==> src/sv/mtds_pkg.sv <==
// ----------------------------------------------------------------------------
// mtds_pkg
// shared constants of the tds meter
// ----------------------------------------------------------------------------
package mtds_pkg;

  localparam int unsigned CfgIdxW = 2;
  localparam int unsigned CfgDataW = 16;

  localparam logic [CfgIdxW-1:0] REG_VREF = 2'd0;
  localparam logic [CfgIdxW-1:0] REG_TEMP = 2'd1;
  localparam logic [CfgIdxW-1:0] REG_LIMIT = 2'd2;
  localparam logic [CfgIdxW-1:0] REG_BATCH = 2'd3;

  localparam logic [1:0] ALERT_NONE = 2'd0;
  localparam logic [1:0] ALERT_OVER = 2'd1;
  localparam logic [1:0] ALERT_ZERO = 2'd2;

  localparam logic [18:0] VoltMax = 19'h7FFFF;
  localparam logic [17:0] CoefCube = 18'd34156;
  localparam logic [17:0] CoefSquare = 18'd65500;
  localparam logic [17:0] CoefLinear = 18'd219492;

  // ceil(2^33 / 125): exact floor division by 125 for numerators below 2^26
  localparam logic [26:0] Recip125 = 27'd68719477;

endpackage

==> src/sv/median_tds_meter.sv <==
// ----------------------------------------------------------------------------
// median_tds_meter
// tds probe meter: window median, compensation, cubic, batch alerts
// ----------------------------------------------------------------------------
// channel | direction | signals
// in      | input     | in_valid, in_stall, adc_sample
// out     | output    | out_valid, out_stall, tds_ppm .. alert_code
// cfg     | input     | cfg_we, cfg_index, cfg_data
// the median is a rank count over the window, one compare per cycle, followed
// by the conversion on one multiplier and a 25-step divider
// in_stall falls in the same cycle in which the result appears in the output
// register; a held result only stalls the next result, not the next input
// reset clears the window through valid bits, no clearing pass
// ----------------------------------------------------------------------------
module median_tds_meter #(
  parameter int unsigned WINDOW_SIZE = 32
) (
  input  logic        clk,
  input  logic        rst,
  input  logic        in_valid,
  output logic        in_stall,
  input  logic [9:0]  adc_sample,
  output logic        out_valid,
  input  logic        out_stall,
  output logic [15:0] tds_ppm,
  output logic        over_limit,
  output logic        zero_reading,
  output logic        batch_end,
  output logic [1:0]  alert_code,
  input  logic        cfg_we,
  input  logic [mtds_pkg::CfgIdxW-1:0]  cfg_index,
  input  logic [mtds_pkg::CfgDataW-1:0] cfg_data
);

  localparam int unsigned IdxW = $clog2(WINDOW_SIZE);
  localparam int unsigned CntW = $clog2(WINDOW_SIZE + 1);
  localparam logic [CntW-1:0] RankLo = CntW'((WINDOW_SIZE - 1) / 2);
  localparam logic [CntW-1:0] RankHi = CntW'(WINDOW_SIZE / 2);
  localparam logic [IdxW-1:0] LastIdx = IdxW'(WINDOW_SIZE - 1);

  typedef enum logic [4:0] {
    S_IDLE = 5'b00001,
    S_RANK = 5'b00010,
    S_CONV = 5'b00100,
    S_WAIT = 5'b01000,
    S_OUT  = 5'b10000
  } state_t;

  state_t state;
  logic [12:0] vref_mv;
  logic [6:0]  temperature_c;
  logic [15:0] ppm_threshold;
  logic [7:0]  batch_length;
  logic [9:0]  win [WINDOW_SIZE];
  logic [WINDOW_SIZE-1:0] wvalid;
  logic [IdxW-1:0] write_slot, ci, cj;
  logic [CntW-1:0] less_cnt, eq_cnt;
  logic [9:0] lo_val, hi_val, cand, other;
  logic [7:0] batch_position, over_count, zero_count;
  logic conv_start, conv_done;
  logic [15:0] tds;
  logic [10:0] msum;
  logic over, zero, fin;
  logic [7:0] len, pos_n;

  assign cand = wvalid[ci] ? win[ci] : 10'd0;
  assign other = wvalid[cj] ? win[cj] : 10'd0;
  assign msum = {1'b0, lo_val} + {1'b0, hi_val};
  assign in_stall = (state != S_IDLE);
  assign over = tds > ppm_threshold;
  assign zero = !over && (tds == 16'd0);
  assign len = (batch_length == 8'd0) ? 8'd1 : batch_length;
  assign pos_n = batch_position + 8'd1;
  assign fin = pos_n >= len;

  // configuration
  always_ff @(posedge clk) begin
    if (rst) begin
      vref_mv <= 13'd5000;
      temperature_c <= 7'd25;
      ppm_threshold <= 16'd1000;
      batch_length <= 8'd10;
    end else if (cfg_we) begin
      case (cfg_index)
        mtds_pkg::REG_VREF:  vref_mv <= cfg_data[12:0];
        mtds_pkg::REG_TEMP:  temperature_c <= cfg_data[6:0];
        mtds_pkg::REG_LIMIT: ppm_threshold <= cfg_data;
        mtds_pkg::REG_BATCH: batch_length <= cfg_data[7:0];
        default: ;
      endcase
    end
  end

  // window storage
  always_ff @(posedge clk) begin
    if (in_valid && !in_stall) win[write_slot] <= adc_sample;
  end

  // main sequencer
  always_ff @(posedge clk) begin
    if (rst) begin
      state <= S_IDLE;
      wvalid <= '0;
      write_slot <= '0;
      batch_position <= '0;
      over_count <= '0;
      zero_count <= '0;
      out_valid <= 1'b0;
      conv_start <= 1'b0;
    end else begin
      conv_start <= 1'b0;
      case (state)
        S_IDLE: begin
          if (in_valid) begin
            wvalid[write_slot] <= 1'b1;
            write_slot <= (write_slot == LastIdx) ? '0 : write_slot + 1'b1;
            ci <= '0;
            cj <= '0;
            less_cnt <= '0;
            eq_cnt <= '0;
            state <= S_RANK;
          end
        end
        S_RANK: begin
          // rank count of candidate ci against element cj
          logic [CntW-1:0] l2, e2;
          l2 = less_cnt + ((other < cand) ? CntW'(1) : CntW'(0));
          e2 = eq_cnt + ((other == cand) ? CntW'(1) : CntW'(0));
          if (cj == LastIdx) begin
            if (l2 <= RankLo && RankLo < l2 + e2) lo_val <= cand;
            if (l2 <= RankHi && RankHi < l2 + e2) hi_val <= cand;
            less_cnt <= '0;
            eq_cnt <= '0;
            cj <= '0;
            if (ci == LastIdx) begin
              state <= S_CONV;
            end else begin
              ci <= ci + 1'b1;
            end
          end else begin
            less_cnt <= l2;
            eq_cnt <= e2;
            cj <= cj + 1'b1;
          end
        end
        S_CONV: begin
          conv_start <= 1'b1;
          state <= S_WAIT;
        end
        S_WAIT: begin
          if (conv_done) state <= S_OUT;
        end
        S_OUT: begin
          // load the output register once it is free
          if (!out_valid || !out_stall) begin
            tds_ppm <= tds;
            over_limit <= over;
            zero_reading <= zero;
            batch_end <= fin;
            alert_code <= mtds_pkg::ALERT_NONE;
            if (fin) begin
              if (over_count + {7'd0, over} == pos_n) alert_code <= mtds_pkg::ALERT_OVER;
              else if (zero_count + {7'd0, zero} == pos_n)
                alert_code <= mtds_pkg::ALERT_ZERO;
              batch_position <= '0;
              over_count <= '0;
              zero_count <= '0;
            end else begin
              batch_position <= pos_n;
              over_count <= over_count + {7'd0, over};
              zero_count <= zero_count + {7'd0, zero};
            end
            state <= S_IDLE;
          end
        end
        default: state <= S_IDLE;
      endcase
      // output register valid
      if (state == S_OUT && (!out_valid || !out_stall)) out_valid <= 1'b1;
      else if (out_valid && !out_stall) out_valid <= 1'b0;
    end
  end

  mtds_conv u_conv (
    .clk(clk),
    .rst(rst),
    .start(conv_start),
    .median(msum[10:1]),
    .vref_mv(vref_mv),
    .temperature_c(temperature_c),
    .done(conv_done),
    .tds(tds)
  );

endmodule

==> src/sv/mtds_conv.sv <==
// ----------------------------------------------------------------------------
// mtds_conv
// median to tds conversion on one shared multiplier and a serial divider
// ----------------------------------------------------------------------------
module mtds_conv (
  input  logic        clk,
  input  logic        rst,
  input  logic        start,
  input  logic [9:0]  median,
  input  logic [12:0] vref_mv,
  input  logic [6:0]  temperature_c,
  output logic        done,
  output logic [15:0] tds
);

  typedef enum logic [10:0] {
    C_IDLE = 11'b00000000001,
    C_MY   = 11'b00000000010,
    C_MR   = 11'b00000000100,
    C_M50  = 11'b00000001000,
    C_DIV  = 11'b00000010000,
    C_SQ   = 11'b00000100000,
    C_CU   = 11'b00001000000,
    C_P1   = 11'b00010000000,
    C_P2   = 11'b00100000000,
    C_P3   = 11'b01000000000,
    C_FIN  = 11'b10000000000
  } cstate_t;

  cstate_t state;
  logic [4:0]  cnt;
  logic [26:0] mul_a, mul_b;
  logic [53:0] prod;
  logic [22:0] y;
  logic [19:0] v;
  logic [18:0] vsat, vc;
  logic [24:0] num;
  logic [7:0]  rem, dvs;
  logic [8:0]  rem_sh, rem_sub;
  logic [21:0] v2;
  logic [24:0] v3;
  logic signed [43:0] acc;

  // volts saturate at q3.16 max, compensated volts likewise
  assign vsat = v[19] ? mtds_pkg::VoltMax : v[18:0];
  assign vc = (|num[24:19]) ? mtds_pkg::VoltMax : num[18:0];
  assign dvs = {1'b0, temperature_c} + 8'd25;
  assign rem_sh = {rem, num[24]};
  assign rem_sub = rem_sh - {1'b0, dvs};

  // shared multiplier operands
  always_comb begin
    mul_a = '0;
    mul_b = '0;
    case (state)
      C_MY: begin
        mul_a = {17'd0, median};
        mul_b = {14'd0, vref_mv};
      end
      C_MR: begin
        // m*vref*64/1000 is m*vref*8/125
        mul_a = {1'b0, y, 3'd0};
        mul_b = mtds_pkg::Recip125;
      end
      C_M50: begin
        mul_a = {8'd0, vsat};
        mul_b = 27'd50;
      end
      C_SQ: begin
        mul_a = {8'd0, vc};
        mul_b = {8'd0, vc};
      end
      C_CU: begin
        mul_a = {5'd0, v2};
        mul_b = {8'd0, vc};
      end
      C_P1: begin
        mul_a = {2'd0, v3};
        mul_b = {9'd0, mtds_pkg::CoefCube};
      end
      C_P2: begin
        mul_a = {5'd0, v2};
        mul_b = {9'd0, mtds_pkg::CoefSquare};
      end
      C_P3: begin
        mul_a = {8'd0, vc};
        mul_b = {9'd0, mtds_pkg::CoefLinear};
      end
      default: begin
        mul_a = '0;
        mul_b = '0;
      end
    endcase
  end

  assign prod = mul_a * mul_b;

  // sequencer
  always_ff @(posedge clk) begin
    if (rst) begin
      state <= C_IDLE;
      done <= 1'b0;
    end else begin
      done <= 1'b0;
      case (state)
        C_IDLE: begin
          if (start) state <= C_MY;
        end
        C_MY: begin
          y <= prod[22:0];
          state <= C_MR;
        end
        C_MR: begin
          v <= prod[52:33];
          state <= C_M50;
        end
        C_M50: begin
          // v*50 over (t+25), restoring divider one quotient bit per cycle
          num <= prod[24:0];
          rem <= '0;
          cnt <= 5'd24;
          state <= C_DIV;
        end
        C_DIV: begin
          if (!rem_sub[8]) begin
            rem <= rem_sub[7:0];
            num <= {num[23:0], 1'b1};
          end else begin
            rem <= rem_sh[7:0];
            num <= {num[23:0], 1'b0};
          end
          if (cnt == 5'd0) state <= C_SQ;
          else cnt <= cnt - 5'd1;
        end
        C_SQ: begin
          v2 <= prod[37:16];
          state <= C_CU;
        end
        C_CU: begin
          v3 <= prod[40:16];
          state <= C_P1;
        end
        C_P1: begin
          acc <= $signed({1'b0, prod[42:0]});
          state <= C_P2;
        end
        C_P2: begin
          acc <= acc - $signed({1'b0, prod[42:0]});
          state <= C_P3;
        end
        C_P3: begin
          acc <= acc + $signed({1'b0, prod[42:0]});
          state <= C_FIN;
        end
        C_FIN: begin
          // clamp negative, halve the q24 value, saturate at 16 bits
          if (acc[43]) tds <= '0;
          else if (|acc[42:41]) tds <= 16'hFFFF;
          else tds <= acc[40:25];
          done <= 1'b1;
          state <= C_IDLE;
        end
        default: state <= C_IDLE;
      endcase
    end
  end

endmodule

==> config.mk <==
export PLATFORM = sky130hd
export DESIGN_NAME = median_tds_meter
export DESIGN_NICKNAME = d
export VERILOG_FILES = /design/src/sv/mtds_pkg.sv /design/src/sv/median_tds_meter.sv /design/src/sv/mtds_conv.sv
export SDC_FILE = /design/constraint.sdc
export NUM_CORES = 2
export LEC_CHECK = 0
export BUFFER_PORTS_ARGS = -buffer_cell sky130_fd_sc_hd__buf_2
export CAP_MARGIN = 10
export CORE_MARGIN = 2
export CORE_UTILIZATION = 40
export CTS_BUF_LIST = sky130_fd_sc_hd__clkbuf_16
export DETAILED_ROUTE_END_ITERATION = 8
export SYNTH_ARGS = -nofsm -noshare
export SYNTH_HDL_FRONTEND = slang
export SYNTH_HIERARCHICAL = 1
export SYNTH_SLANG_ARGS = --single-unit
==> constraint.sdc <==
create_clock -name clk -period 13.15 [get_ports clk]
set_clock_uncertainty 0.05 [all_clocks]
set_input_delay 0.6575 -clock clk [delete_from_list [all_inputs] [get_ports clk]]
set_output_delay 0.6575 -clock clk [all_outputs]
set_load 0.005 [all_outputs]
# Yosys cells after proc, flatten, opt, wreduce, memory -nomap -nowiden

Memory sizes are Yosys's and may differ from the RTL's. A register that Yosys moved wholly into a read port is not among the register bits.
Cells that the tools add are included.

Register bits after elaboration: 375
RAM bits: 320
Input bits: 33
Output and inout port bits: 23
Word-level logic and storage cells: 205
Memories kept: 1

Add/subtract/negate cells: 15
Multipliers: 1
Magnitude comparators: 11
Eq/ne operators: 35
Muxes and demuxes: 57
Bitwise logic cells: 3
Reductions and logical operators: 47

Memory list:

| name | words | width | read ports | clocked after memory_dff | wr ports | line                   | RTL |
|---|---|---|---|---|---|---|---|
| win  | 32    | 10    | 2          | 2                        | 1        | median_tds_meter.sv:54 | `logic [9:0] win [WINDOW_SIZE];` |

Operator list:

| kind                                                                 | count |
|---|---|
| 27-bit one-hot mux with 7 select lines                               | 1 |
| 26-bit one-hot mux with 6 select lines                               | 1 |
| 44-bit one-hot mux with 3 select lines                               | 1 |
| 11-bit one-hot mux with 10 select lines                              | 1 |
| 5-bit two-way mux                                                    | 13 |
| 26-bit by 27-bit multiplier with 53-bit output                       | 1 |
| 25-bit one-hot mux with 2 select lines                               | 1 |
| 44-bit adder                                                         | 1 |
| 44-bit subtractor                                                    | 1 |
| 8-bit two-way mux                                                    | 5 |
| 19-bit two-way mux                                                   | 2 |
| 32-bit OR                                                            | 1 |
| 5-bit one-hot mux with 2 select lines                                | 3 |
| 2-bit AND reduction                                                  | 14 |
| 5-bit one-hot mux with 5 select lines                                | 1 |
| 6-bit one-hot mux with 2 select lines                                | 2 |
| 11-bit two-way mux                                                   | 2 |
| 5-bit equality test, second input constant                           | 4 |
| 10-bit two-way mux                                                   | 2 |
| 5-bit by 6-bit < comparator with 1-bit output, second input constant | 3 |
| 6-bit two-way mux                                                    | 3 |
| 8-bit by 1-bit adder with 8-bit output                               | 2 |
| 8-bit equality test                                                  | 2 |
| 16-bit > comparator                                                  | 1 |
| 57 further kinds                                                     | 101 |

# Depth between registers and ports, before layout

Depth after elaboration: 10
Depth in mapped cells: 51
Mapped depth without buffers: 48

# Hierarchy

The synthesis kept the hierarchy.

By module, submodules not included:

| module           | times used | cells an instance | area an instance (µm²) | seq. area each (µm²) |
|---|---|---|---|---|
| mtds_conv        | 1          | 3405              | 30570.6                | 5885.6 |
| median_tds_meter | 1          | 1629              | 24333.3                | 13943.4 |

# Least setup slack after synthesis

OpenSTA, ideal clock, no wires.

Kind: reg2reg
Start: reg u_conv.state[5]
End: reg u_conv.acc[42], data pin
Library setup time: 0.270 ns
Data arrival time: 11.453 ns
Data required time: 12.830 ns
Path slack: 1.377 ns
Stages on the path, launching flop included: 45
Path buffers: 5
Clock period less this slack: 11.773 ns
Cell sequence: dfxtp_1 clkbuf_1 or4_1 clkbuf_1 nor4_1 nor2b_1 and3_1 clkbuf_1 clkbuf_1 nand2_1 inv_1 a21oi_1 nand4_1 clkbuf_1 nand2_1 fa_1 fa_1 inv_1 [... 9 more ...] and2_1 a311oi_2 o21ai_1 xor2_1 or4_4 or4_4 nand2_1 xnor2_1 ha_1 nand3_1 nor2_1 or4_1 a2111oi_0 o41ai_1 a211oi_1 a21oi_1 xnor2_1 a21oi_1

Word-level cells in the longest chain between the ends: 6
Elaborated cells on any way between the ends: 17
Classes of those cells: 2 x add/sub; 1 x mul; 8 x eq/ne; 3 x mux; 3 x reduce/logical

RTL lines:

| item                                                                                                    | line                               | RTL |
|---|---|---|
| from (decl)                                                                                             | mtds_conv.sv:30                    | `cstate_t state;` |
| from (signal assigned)                                                                                  | mtds_conv.sv:101                   | `state <= C_IDLE;` |
| from (signal assigned)                                                                                  | mtds_conv.sv:107                   | `if (start) state <= C_MY;` |
| from (signal assigned)                                                                                  | mtds_conv.sv:111                   | `state <= C_MR;` |
| 11-bit by 6-bit equality test with 1-bit output (tied with other cells)                                 | mtds_conv.sv:55                    | `case (state)` |
| 2-bit OR reduction (no source line)                                                                     | n/a                                |  |
| 27-bit one-hot mux with 7 select lines / 26-bit one-hot mux with 6 select lines (equally long branches) | mtds_conv.sv:55                    |  |
| 26-bit by 27-bit multiplier with 53-bit output (*)                                                      | mtds_conv.sv:96                    | `assign prod = mul_a * mul_b;` |
| via u_conv.prod[17]                                                                                     | mtds_conv.sv:33                    | `logic [53:0] prod;` |
| 44-bit adder / 44-bit subtractor (equally long branches)                                                | mtds_conv.sv:152, mtds_conv.sv:148 |  |
| 44-bit one-hot mux with 3 select lines (*)                                                              | mtds_conv.sv:105                   | `case (state)` |
| to (signal assigned)                                                                                    | mtds_conv.sv:144                   | `acc <= $signed({1'b0, prod[42:0]});` |
| to (signal assigned)                                                                                    | mtds_conv.sv:148                   | `acc <= acc - $signed({1'b0, prod[42:0]});` |
| to (signal assigned)                                                                                    | mtds_conv.sv:152                   | `acc <= acc + $signed({1'b0, prod[42:0]});` |
| to (decl)                                                                                               | mtds_conv.sv:42                    | `logic signed [43:0] acc;` |

Mark *: on every way through the listed nets, which the timed path passes. The rest lies on a longest branch.
A chain may end at the register's enable or synchronous reset.

# Worst setup path after layout

Start: reg u_conv.state[0]
End: reg u_conv.acc[42], data pin

Same word-level chain as after synthesis.

==> flow_metrics.env <==
export IMPL_hold_path_cell_count=3
export IMPL_cts_buffers_inserted=75
export IMPL_fin_crit_sh=0.950
export IMPL_hold_start="cfg_data[13]"
export IMPL_r2r_cells=41
export IMPL_hold_viol_final=0
export IMPL_min_period_ns=12.50
export IMPL_ys_ff_latch=705
export IMPL_grt_pass1_wl_um=243000
export IMPL_n_antenna_cell=0
export IMPL_grt_pass1_vias=39500
export IMPL_drc=0
export IMPL_crit_path_top_delay_cell="o211ai_1"
export IMPL_syn_area_per_cell_um2=10.9
export IMPL_cts_max_level=3
export IMPL_tightest_slew_ns=1.31
export IMPL_slew_limit_headroom=0.125
export IMPL_fp_dieArea_mm2=0.140
export IMPL_antenna_found_initial=2
export IMPL_port_buffers=55
export IMPL_cts_tree="built"
export IMPL_final_nets=5966
export IMPL_min_path_type="in2reg"
export IMPL_dpl_hpwl_um=122000
export IMPL_fin_cells=6972
export IMPL_cts_buffer_depth=3
export IMPL_finalSetupViolCount=0
export IMPL_num_rows=135
export IMPL_cpPeakStageDelay_ns=1.12
export IMPL_synth_seq_area_share=0.361
export IMPL_clk_pin_slew_ns=0.06
export IMPL_gp_congestion=0.942
export IMPL_routed_wl_um=159000
export IMPL_via_per_inst=5.56
export IMPL_root_buffer="clkbuf_16"
export IMPL_initialDrtViolationCount=3657
export IMPL_die_h_um=374
export IMPL_place_detailed_instances=6828
export IMPL_ys_async_sr_fraction=0
export IMPL_synth_area_mux_share=0.0969
export IMPL_synth_cell_types=95
export IMPL_power_density_mw_per_mm2=89.9
export IMPL_cp_max_fo=9
export IMPL_fmax_ghz=0.0800
export IMPL_r2r_end="u_conv/acc[42]$_DFFE_PP_"
export IMPL_final_layout_size_suffix_gt1_frac=0.123
export IMPL_synthTopCellsByCount="inv_1 (724), edfxtp_1 (571), nand2_1 (564)"
export IMPL_die_width_um=374
export IMPL_drt_first_pass_iters=6
export IMPL_boundaryPins=56
export IMPL_cp_required_ns=13.50
export IMPL_synth_top_family_by_area="adder cells"
export IMPL_synth_simple_area_share=0.123
export IMPL_vdd_drop_max_v=0.000154
export IMPL_vias=38800
export IMPL_synth_xor_area_share=0.0297
export IMPL_floorplan_initialDensity=0.404
export IMPL_synthCells=5034
export IMPL_ctsHoldBuffers=0
export IMPL_regToRegSetupSlack_ns=0.65
export IMPL_grt_max_degree=74
export IMPL_core_area_mm2=0.136
export IMPL_syn_to_final_growth_pct=10.1
export IMPL_synth_top_cell_by_area="edfxtp_1"
export IMPL_hold_path_endpoint="ppm_threshold[13]$_SDFFE_PP0P_"
export IMPL_grt_usage=0.228
export IMPL_synth_fa_ha_area_frac=0.248
export IMPL_synth_edf_count=571
export IMPL_setup_tns_ns=0
export IMPL_clkSinkCount=705
export IMPL_rsz0062_at_grt="false"
export IMPL_ant_nets=0
export IMPL_netlist_area_mm2=0.0549
export IMPL_ys_flop_type="edfxtp_1"
export IMPL_synth_most_common_cell="inv_1"
export IMPL_crit_arrival_ns=12.84
export IMPL_crit_path_end_kind="flip-flop"
export IMPL_grt_overflow=0
export IMPL_clock_latency_ns=0.67
export IMPL_wl_per_cell_um=22.8
export IMPL_start_kind="flip-flop"
export IMPL_synth_warnings=6
export IMPL_yosys_area_top_type_share=0.312
export IMPL_r2r_start="u_conv/state[0]$_SDFFE_PP1P_"
export IMPL_slew_viol_final=0
export IMPL_worstSetupPathType="reg2reg"
export IMPL_outcome="completed"
export IMPL_p_leak_uw=0.0252
export IMPL_ys_top_cells_by_area="edfxtp_1 (31%), fa_1 (17%), mux4_2 (9.0%)"
export IMPL_max_cap_violations=0
export IMPL_synth_compound_area_frac=0.0735
sequential cells by signal, summed over array words and instances (netlist names), 7 cells and up, named ones only:
register,flops
batch_length,8
batch_position,8
hi_val,10
lo_val,10
over_count,8
ppm_threshold,16
tds_ppm,16
temperature_c,7
u_conv/acc,44
u_conv/num,25
u_conv/rem,8
u_conv/state,11
u_conv/tds,16
u_conv/v,20
u_conv/v2,22
u_conv/v3,25
u_conv/y,23
vref_mv,13
win,320
wvalid,32
zero_count,8
critical path: cells and delay by family (launching register included):
family	cells	cell delay (ns)
AOI/OAI and AO/OA	10	3.12
xor gates and xnor gates	3	0.60
adders and majority gates	9	3.58
buffers and inverters	9	1.14
DFF	1	0.37
and+or+nand+nor	10	3.33
cells by family after synthesis:
kind of cell               count (synthesis)
other                                      2
and+or+nand+nor                         1486
adders and majority gates                804
DFF                                      705
buffers and inverters                    957
xor gates and xnor gates                 181
AOI/OAI and AO/OA                        646
muxes                                    253
where the power goes:
group	switching, uW	internal, uW	total (uW)
registers	41.2	2440	2480
logic	465	350	815
clock network	954	1190	2140
worst max-delay path by stage:
| stage | startpoint | endpoint | depth (start not counted) |
|---|---|---|---|
| 6_report | u_conv/state[0]$_SDFFE_PP1P_ | u_conv/acc[42]$_DFFE_PP_ | 41 |
| 5_1_grt | u_conv/state[4]$_SDFFE_PP0P_ | u_conv/acc[42]$_DFFE_PP_ | 46 |
| 4_1_cts | u_conv/state[5]$_SDFFE_PP0P_ | u_conv/acc[41]$_DFFE_PP_ | 44 |
| 3_5_place_dp | u_conv/state[5]$_SDFFE_PP0P_ | u_conv/acc[41]$_DFFE_PP_ | 44 |
| 3_3_place_gp | u_conv/state[5]$_SDFFE_PP0P_ | u_conv/acc[41]$_DFFE_PP_ | 44 |
| 2_1_floorplan | u_conv/state[5]$_SDFFE_PP0P_ | u_conv/acc[42]$_DFFE_PP_ | 44 |
placed cells by master (no fill, tap or decap), types with 21 or more instances in the layout:
master,Yosys,layout
mux4_2,220,220
clkbuf_16,0,79
o21ai_0,143,143
fa_1,477,477
nor2_1,449,445
a31oi_1,48,48
nor4_1,26,21
and2_1,66,65
buf_4,2,147
ha_1,327,327
inv_1,724,739
or2_2,28,28
o21a_1,21,21
edfxtp_1,571,571
dfxtp_1,134,130
xnor2_1,103,103
or3_1,21,21
nor3_1,46,44
nand3_1,80,77
mux2i_1,24,24
conb_1,2,43
buf_2,24,54
a21oi_1,205,204
nand2b_1,35,35
xor2_1,73,73
nand2_1,564,564
a21o_1,82,82
and3_1,37,35
nand4_1,36,36
cell type report:
class,count,area [um^2]
Clock buffer,79,1980
Clock inverter,60,515
Fill cell,12800,75300
Inverter,728,2730
Multi-Input combinational cell,3413,31700
Sequential cell,705,19800
Tap cell,1781,2230
Timing Repair Buffer,206,1480
through the flow:
stage / util / hold slack [ns] / worst slack, ns / cell area [um^2] / power [uW]
after floorplan: - / 0.382 / 1.38 / 55100 / 3070
after global placement: 0.426 / 0.392 / 0.420 / 57800 / 3330
after detailed placement: 0.426 / 0.400 / 0.421 / 57800 / 3340
after CTS: 0.444 / 0.145 / 0.367 / 60300 / 5470
after global routing: 0.445 / 0.165 / 0.0252 / 60500 / 5640
final: 0.445 / 0.185 / 0.655 / 60500 / 5430
layer usage:
| layer | wire length [um] | track usage |
|---|---|---|
| met5 | 13 | 0 |
| met1 | 66200 | 0.308 |
| met4 | 5800 | 0.0758 |
| met2 | 75900 | 0.376 |
| met3 | 11000 | 0.0353 |
what timing repair did:
action,4_1_cts,5_1_grt
hold endpoints to repair,0,0
gates resized for setup,0,9
setup buffers,0,4
setup endpoints to repair,0,8
Note: power is estimated with default switching activity, not from simulation.
